File: config.mk
export PLATFORM = sky130hd
export DESIGN_NAME = fat12_root_directory_search
export DESIGN_NICKNAME = d
export VERILOG_FILES = /design/src/fat12rds_pkg.sv /design/src/fat12rds_core.sv /design/src/fat12_root_directory_search.sv
export SDC_FILE = /design/constraint.sdc
export NUM_CORES = 1
export LEC_CHECK = 0
export BUFFER_PORTS_ARGS = -buffer_cell sky130_fd_sc_hd__buf_2
export CELL_PAD_IN_SITES_DETAIL_PLACEMENT = 1
export CELL_PAD_IN_SITES_GLOBAL_PLACEMENT = 1
export CORE_MARGIN = 2
export CORE_UTILIZATION = 40
export DETAILED_ROUTE_END_ITERATION = 6
export GPL_TIMING_DRIVEN = 0
export PLACE_DENSITY_LB_ADDON = 0.3
export SYNTH_ARGS = -nofsm -noshare
export SYNTH_HDL_FRONTEND = slang
export SYNTH_HIERARCHICAL = 1
export SYNTH_SLANG_ARGS = --single-unit
File: constraint.sdc
create_clock -name aclk -period 5.7 [get_ports aclk]
set_clock_uncertainty 0.15 [all_clocks]
set_input_delay 1.14 -clock aclk [delete_from_list [all_inputs] [get_ports aclk]]
set_output_delay 1.14 -clock aclk [all_outputs]
set_load 0.005 [all_outputs]
File: src/fat12rds_pkg.sv
// ----------------------------------------------------------------------------
// FAT12 root directory search: shared definitions
// Types, register indexes, directory entry offsets and the character
// folding function used by the search block.
// ----------------------------------------------------------------------------
package fat12rds_pkg;

    localparam int unsigned BYTE_W     = 8;
    localparam int unsigned POS_W      = 5;
    localparam int unsigned CLUSTER_W  = 16;
    localparam int unsigned SIZE_W     = 32;
    localparam int unsigned BASE_W     = 64;
    localparam int unsigned EXT_W      = 24;
    localparam int unsigned CFG_DATA_W = 64;
    localparam int unsigned CFG_IDX_W  = 1;

    // Directory entry layout
    localparam logic [POS_W-1:0] POS_FIRST      = 5'd0;
    localparam logic [POS_W-1:0] POS_ATTR       = 5'd11;
    localparam logic [POS_W-1:0] POS_CLUSTER_LO = 5'd26;
    localparam logic [POS_W-1:0] POS_CLUSTER_HI = 5'd27;
    localparam logic [POS_W-1:0] POS_SIZE       = 5'd28;
    localparam logic [POS_W-1:0] POS_LAST       = 5'd31;

    localparam logic [BYTE_W-1:0] END_MARK          = 8'h00;
    localparam logic [BYTE_W-1:0] DELETED_MARK      = 8'hE5;
    localparam logic [BYTE_W-1:0] ATTR_VOLUME_LABEL = 8'h08;

    localparam logic [BASE_W-1:0] NAME_BASE_RESET      = 64'h2020202020202020;
    localparam logic [EXT_W-1:0]  NAME_EXTENSION_RESET = 24'h202020;

    localparam logic STATUS_FOUND     = 1'b0;
    localparam logic STATUS_NOT_FOUND = 1'b1;

    typedef enum logic [CFG_IDX_W-1:0] {
        REG_NAME_BASE      = 1'b0,
        REG_NAME_EXTENSION = 1'b1
    } cfg_reg_t;

    typedef struct packed {
        logic [BYTE_W-1:0] dir_byte;
        logic              search_start;
        logic              region_end;
    } item_t;

    typedef struct packed {
        logic                 search_status;
        logic [CLUSTER_W-1:0] start_cluster;
        logic [SIZE_W-1:0]    file_size;
    } result_t;

    // Only the letters a to z are folded to upper case.
    function automatic logic [BYTE_W-1:0] upcase(input logic [BYTE_W-1:0] c);
        logic [BYTE_W-1:0] r;
        r = c;
        if (c >= 8'h61 && c <= 8'h7A) begin
            r = c - 8'h20;
        end
        return r;
    endfunction

endpackage

File: src/fat12rds_core.sv
// ----------------------------------------------------------------------------
// FAT12 root directory search: entry scanner
// Holds the search progress and works through one directory byte per
// advance, producing at most one result.
// ----------------------------------------------------------------------------
module fat12rds_core
    import fat12rds_pkg::*;
(
    input  logic              aclk,
    input  logic              aresetn,
    input  logic              advance,
    input  item_t             item,
    input  logic [BASE_W-1:0] name_base,
    input  logic [EXT_W-1:0]  name_extension,
    output logic              res_valid,
    output result_t           res
);

    logic [POS_W-1:0]          pos_reg, pos_next, pos_cur;
    logic                      skip_reg, skip_next, skip_cur;
    logic                      mismatch_reg, mismatch_next, mismatch_cur;
    logic                      done_reg, done_next, done_cur;
    logic [1:0][BYTE_W-1:0]    cluster_reg, cluster_next, cluster_cur;
    logic [3:0][BYTE_W-1:0]    size_reg, size_next, size_cur;
    logic [15:0][BYTE_W-1:0]   name_bytes;
    logic [BYTE_W-1:0]         b;

    // Name characters by entry offset; offsets past the name are never compared.
    assign name_bytes = {40'd0, name_extension, name_base};
    assign b          = item.dir_byte;

    always_comb begin
        // A new search clears all progress before the byte is handled.
        pos_cur      = item.search_start ? '0 : pos_reg;
        skip_cur     = item.search_start ? 1'b0 : skip_reg;
        mismatch_cur = item.search_start ? 1'b0 : mismatch_reg;
        done_cur     = item.search_start ? 1'b0 : done_reg;
        cluster_cur  = item.search_start ? '0 : cluster_reg;
        size_cur     = item.search_start ? '0 : size_reg;

        pos_next      = pos_cur;
        skip_next     = skip_cur;
        mismatch_next = mismatch_cur;
        done_next     = done_cur;
        cluster_next  = cluster_cur;
        size_next     = size_cur;

        res_valid         = 1'b0;
        res.search_status = STATUS_NOT_FOUND;
        res.start_cluster = '0;
        res.file_size     = '0;

        if (!done_cur) begin
            if (pos_cur == POS_FIRST) begin
                skip_next     = 1'b0;
                mismatch_next = 1'b0;
            end
            if (pos_cur == POS_FIRST && b == END_MARK) begin
                done_next = 1'b1;
                res_valid = 1'b1;
            end else begin
                if (pos_cur == POS_FIRST && b == DELETED_MARK) begin
                    skip_next = 1'b1;
                end
                if (pos_cur < POS_ATTR) begin
                    if (upcase(b) != upcase(name_bytes[pos_cur[3:0]])) begin
                        mismatch_next = 1'b1;
                    end
                end else if (pos_cur == POS_ATTR) begin
                    if ((b & ATTR_VOLUME_LABEL) != '0) begin
                        skip_next = 1'b1;
                    end
                end else if (pos_cur == POS_CLUSTER_LO || pos_cur == POS_CLUSTER_HI) begin
                    cluster_next[pos_cur[0]] = b;
                end else if (pos_cur >= POS_SIZE) begin
                    size_next[pos_cur[1:0]] = b;
                end
                pos_next = pos_cur + 1'b1;

                if (pos_cur == POS_LAST && !skip_next && !mismatch_next) begin
                    done_next         = 1'b1;
                    res_valid         = 1'b1;
                    res.search_status = STATUS_FOUND;
                    res.start_cluster = cluster_next;
                    res.file_size     = size_next;
                end else if (item.region_end) begin
                    done_next = 1'b1;
                    res_valid = 1'b1;
                end
            end
        end
    end

    always_ff @(posedge aclk) begin
        if (!aresetn) begin
            pos_reg      <= '0;
            skip_reg     <= 1'b0;
            mismatch_reg <= 1'b0;
            done_reg     <= 1'b0;
            cluster_reg  <= '0;
            size_reg     <= '0;
        end else if (advance) begin
            pos_reg      <= pos_next;
            skip_reg     <= skip_next;
            mismatch_reg <= mismatch_next;
            done_reg     <= done_next;
            cluster_reg  <= cluster_next;
            size_reg     <= size_next;
        end
    end

endmodule

File: src/fat12_root_directory_search.sv
// ----------------------------------------------------------------------------
// FAT12 root directory search
// Scans a FAT12 root directory byte stream for a configured 8.3 name.
// ----------------------------------------------------------------------------
// Usage:
// Directory bytes arrive on the s_ channel (valid/ready), one item per byte,
// together with a search start flag on the first byte of a search and a
// region end flag on the final byte of the directory region. Each 32-byte
// entry's name is compared, case-folded, with the name held in the
// configuration registers, written through cfg_we, cfg_index and cfg_data;
// the user must write them only while the block is idle; the block does not enforce this.
// At most one result item leaves on the m_ channel per search: either the
// found status with the start cluster and file size, or the not-found status
// with zero fields. Bytes after the end of a search are consumed silently
// until the next search start.
// The block accepts one byte per cycle unless the input register is full and
// cannot move on. An accepted byte is worked on in the input register; its
// result is loaded into the result register, which drives m_valid, once that
// register is free or being emptied. While a result waits, the input register
// can still take one byte; once it is full, input ready drops and nothing is lost.
// Reset clears the search progress, empties both registers and restores the
// configured name to eleven spaces.
// ----------------------------------------------------------------------------
module fat12_root_directory_search
    import fat12rds_pkg::*;
(
    input  logic                  aclk,
    input  logic                  aresetn,
    // Configuration write port
    input  logic                  cfg_we,
    input  logic [CFG_IDX_W-1:0]  cfg_index,
    input  logic [CFG_DATA_W-1:0] cfg_data,
    // Directory byte input
    input  logic                  s_valid,
    output logic                  s_ready,
    input  logic [BYTE_W-1:0]     s_dir_byte,
    input  logic                  s_search_start,
    input  logic                  s_region_end,
    // Search result output
    output logic                  m_valid,
    input  logic                  m_ready,
    output logic                  m_search_status,
    output logic [CLUSTER_W-1:0]  m_start_cluster,
    output logic [SIZE_W-1:0]     m_file_size
);

    logic [BASE_W-1:0] name_base_reg;
    logic [EXT_W-1:0]  name_extension_reg;

    logic    in_valid_reg;
    item_t   in_item_reg;
    logic    out_valid_reg;
    result_t out_res_reg;

    logic    advance;
    logic    core_res_valid;
    result_t core_res;

    // The held byte moves on whenever the result register is free or is
    // being emptied in this cycle.
    assign advance = in_valid_reg && (!out_valid_reg || m_ready);
    assign s_ready = !in_valid_reg || advance;

    // Configuration registers
    always_ff @(posedge aclk) begin
        if (!aresetn) begin
            name_base_reg      <= NAME_BASE_RESET;
            name_extension_reg <= NAME_EXTENSION_RESET;
        end else if (cfg_we) begin
            case (cfg_index)
                REG_NAME_BASE:      name_base_reg      <= cfg_data[BASE_W-1:0];
                REG_NAME_EXTENSION: name_extension_reg <= cfg_data[EXT_W-1:0];
                default: ;
            endcase
        end
    end

    // Input register
    always_ff @(posedge aclk) begin
        if (!aresetn) begin
            in_valid_reg <= 1'b0;
        end else if (s_ready) begin
            in_valid_reg <= s_valid;
        end
    end

    always_ff @(posedge aclk) begin
        if (s_valid && s_ready) begin
            in_item_reg.dir_byte     <= s_dir_byte;
            in_item_reg.search_start <= s_search_start;
            in_item_reg.region_end   <= s_region_end;
        end
    end

    fat12rds_core u_core (
        .aclk           (aclk),
        .aresetn        (aresetn),
        .advance        (advance),
        .item           (in_item_reg),
        .name_base      (name_base_reg),
        .name_extension (name_extension_reg),
        .res_valid      (core_res_valid),
        .res            (core_res)
    );

    // Result register
    always_ff @(posedge aclk) begin
        if (!aresetn) begin
            out_valid_reg <= 1'b0;
        end else if (advance) begin
            out_valid_reg <= core_res_valid;
        end else if (m_ready) begin
            out_valid_reg <= 1'b0;
        end
    end

    always_ff @(posedge aclk) begin
        if (advance && core_res_valid) begin
            out_res_reg <= core_res;
        end
    end

    assign m_valid         = out_valid_reg;
    assign m_search_status = out_res_reg.search_status;
    assign m_start_cluster = out_res_reg.start_cluster;
    assign m_file_size     = out_res_reg.file_size;

endmodule

==> impl_metrics.json <==
{
  "cts.sinks": 205,
  "pin_count": 131,
  "path_clk_slew_ns": 0.06,
  "cts_setup_buffers": 0,
  "h-tree-depth": 1,
  "crit_buf_inv": 6,
  "cpMostUsedCell": "buf_6",
  "worst_slew_pin_slew_ns": 0.898,
  "drtIter0Drc": 583,
  "rows": 57,
  "fmax_mhz": 197,
  "area_delta_synth_final_pct": 17.8,
  "antenna_found_initial": 0,
  "initial_core_util": 0.410,
  "drt_pre_antenna_iters": 5,
  "largest_reg_flops": 64,
  "first_global_vias": 9016,
  "cap_violations": 0,
  "slew_headroom": 0.401,
  "crit_path_max_fanout": 38,
  "die_h_um": 162,
  "mostFrequentLayoutCells": "nand2_1 (167), buf_2 (150), dfxtp_1 (146)",
  "post-route-period-util": 0.891,
  "synth_fp_nets": 1168,
  "dieArea_um2": 26400,
  "place_congestion": 0.916,
  "maxSlewViolCount": 0,
  "leakage_nw": 4.66,
  "worstPathRequired_ns": 5.75,
  "setup_viol_count_final": 0,
  "slowest_delay_ns": 0.45,
  "powerDensity_nw_per_um2": 279,
  "via_per_inst": 5.59,
  "drive_gt1_frac": 0.177,
  "port-buffer-count": 130,
  "yosysUniqueCellTypes": 62,
  "yosysTopAreaCellShare": 0.291,
  "via_count": 8828,
  "grt_pass1_wl_um": 50000,
  "dpl_worst_slack_ns": 0.725,
  "critPathLaunchType": "flop",
  "worst_setup_path_end_kind": "flop",
  "synth_flop_cell": "dfxtp_1",
  "grt_overflow": 0,
  "hold_viol": 0,
  "postRouteWirelength_um": 31900,
  "synthTopCellsByArea": "dfxtp_1 (29%), edfxtp_1 (18%), mux2i_1 (10%)",
  "diodes": 0,
  "ys_seq_area_frac": 0.468,
  "fp.dieW_um": 162,
  "synth_largest_area_cell": "dfxtp_1",
  "cts_buffers": 23,
  "clock_path_buffers": 3,
  "yosys_register_bits": 205,
  "synth_area_um2": 10000,
  "routedWlPerCell_um": 20.2,
  "syn_inst": 1083,
  "peakVddDrop_v": 0.000147,
  "final_common_cell": "nand2_1",
  "period_minus_slack_ns": 5.08,
  "synth_area_per_cell_um2": 9.26,
  "critical-path-top-delay-family": "compound AO/OA/AOI/OAI gates",
  "grt_max_degree": 39,
  "root_buffer": "clkbuf_16",
  "ctsHoldBuffers": 0,
  "hp-class": "flop to flop",
  "dp_hpwl_um": 23000,
  "drc": 0,
  "async_flop_share": 0,
  "rsz0062_at_grt": "false",
  "postLayoutSetupSlackWorst_ns": 0.624,
  "slowest_stage": "dfxtp_1",
  "critPathKind": "flop to flop",
  "path_cells": "buf_6 > buf_6 > buf_6 > mux2i_1 > a22oi_1 > o211ai_1 > o21ai_1 > inv_1 > ha_1 > xnor3_1 > or2_0 > mux2i_1 > a32oi_4 > buf_6 > a21boi_1 > nand2_1 > nor2_4 > buf_12",
  "clock_latency_ns": 0.51,
  "synth_edf_count": 59,
  "postRouteAntennaNets": 0,
  "coreArea_um2": 24500,
  "power_mw": 3.30,
  "cts_resized": 0,
  "cts_tree": "done",
  "fin_nets": 1325,
  "post-route-util": 0.483,
  "gr-usage-all-layers": 0.241,
  "ys_warn_count": 6,
  "status": "complete, no violations",
  "worstPathArrival_ns": 5.13
}
-- cell usage after synthesis, drive strengths merged, types with 3 or more instances --
cell and instances:
dfxtp 146, a21boi 4, nor3 52, nor2 107
inv 21, nand2 167, nand3 10, o211ai 25
buf 43, nor4 5, o21a 3, clkbuf 52
edfxtp 59, a22oi 61, nand3b 17, nor2b 8
o21ai 18, a221oi 4, and2 9, ha 5
mux2i 102, xnor2 6, nand2b 11, a21oi 66
nor3b 51
-- cells by family (layout without fill, tap and decap cells) --
kind of cell             Yosys count  in the layout  synth area share
multiplexers                     102            102             0.102
flip-flops                       205            205             0.468
AND/OR/NAND/NOR                  450            450             0.218
buffers and inverters            116            289            0.0654
XOR/XNOR                           9              9           0.00923
AO/OA/AOI/OAI                    196            196             0.131
adder cells (fa/ha/maj)            5              5           0.00624
-- layer usage --
metal,track usage,vias up,share of wire
li1,-,4131,-
met3,0.0298,52,0.051
met2,0.420,284,0.48
met4,0.0640,0,0.023
met1,0.318,4361,0.44
met5,0,-,0
-- where the power goes --
| part | switching, mW | internal, mW | total (mW) | leakage [nW] |
|---|---|---|---|---|
| Combinational | 0.209 | 0.123 | 0.331 | 2.49 |
| Sequential | 0.0294 | 1.54 | 1.57 | 1.82 |
| Clock | 0.598 | 0.803 | 1.40 | 0.343 |
-- area by class of cell --
cell class | instances | area (µm²)
plain buffers | 95 | 577
clock buffers | 31 | 616
clock inverters | 10 | 80.1
fillers | 2890 | 12600
inverters | 21 | 78.8
multi-input cells | 762 | 4690
flip-flops and latches | 205 | 4690
well taps | 324 | 405
repair buffers | 132 | 678
-- tightest hold or removal path, cell delays in order, from the launching register on --
cell and delay (ns):
dfxtp_1 0.30, nand2_1 0.05, mux2i_1 0.05
-- worst paths after layout --
| path | startpoint | endpoint | slack, ns | cells after the start |
|---|---|---|---|---|
| worst max-delay path | u_core/pos_reg[0]$_SDFFE_PN0P_ | m_file_size[27]$_DFFE_PP_ | 0.62 | 18 |
| worst min-delay path | name_base_reg[59]$_SDFFE_PN0P_ | name_base_reg[59]$_SDFFE_PN0P_ | 0.31 | 2 |
| worst max register to register | u_core/pos_reg[0]$_SDFFE_PN0P_ | m_file_size[27]$_DFFE_PP_ | 0.62 | 18 |
| worst min register to register | name_base_reg[59]$_SDFFE_PN0P_ | name_base_reg[59]$_SDFFE_PN0P_ | 0.31 | 2 |
-- stage by stage --
stage,setup TNS (ns),area (µm²),std cells,hold slack (ns)
3_3_place_gp,-68.99,11100,1537,0.292
5_1_grt,0,11800,1580,0.333
3_5_place_dp,0,11100,1539,0.304
4_1_cts,0,11800,1580,0.311
2_1_floorplan,0,10000,1083,0.280
6_report,0,11800,1580,0.310
(Power assumes the default switching activity.)
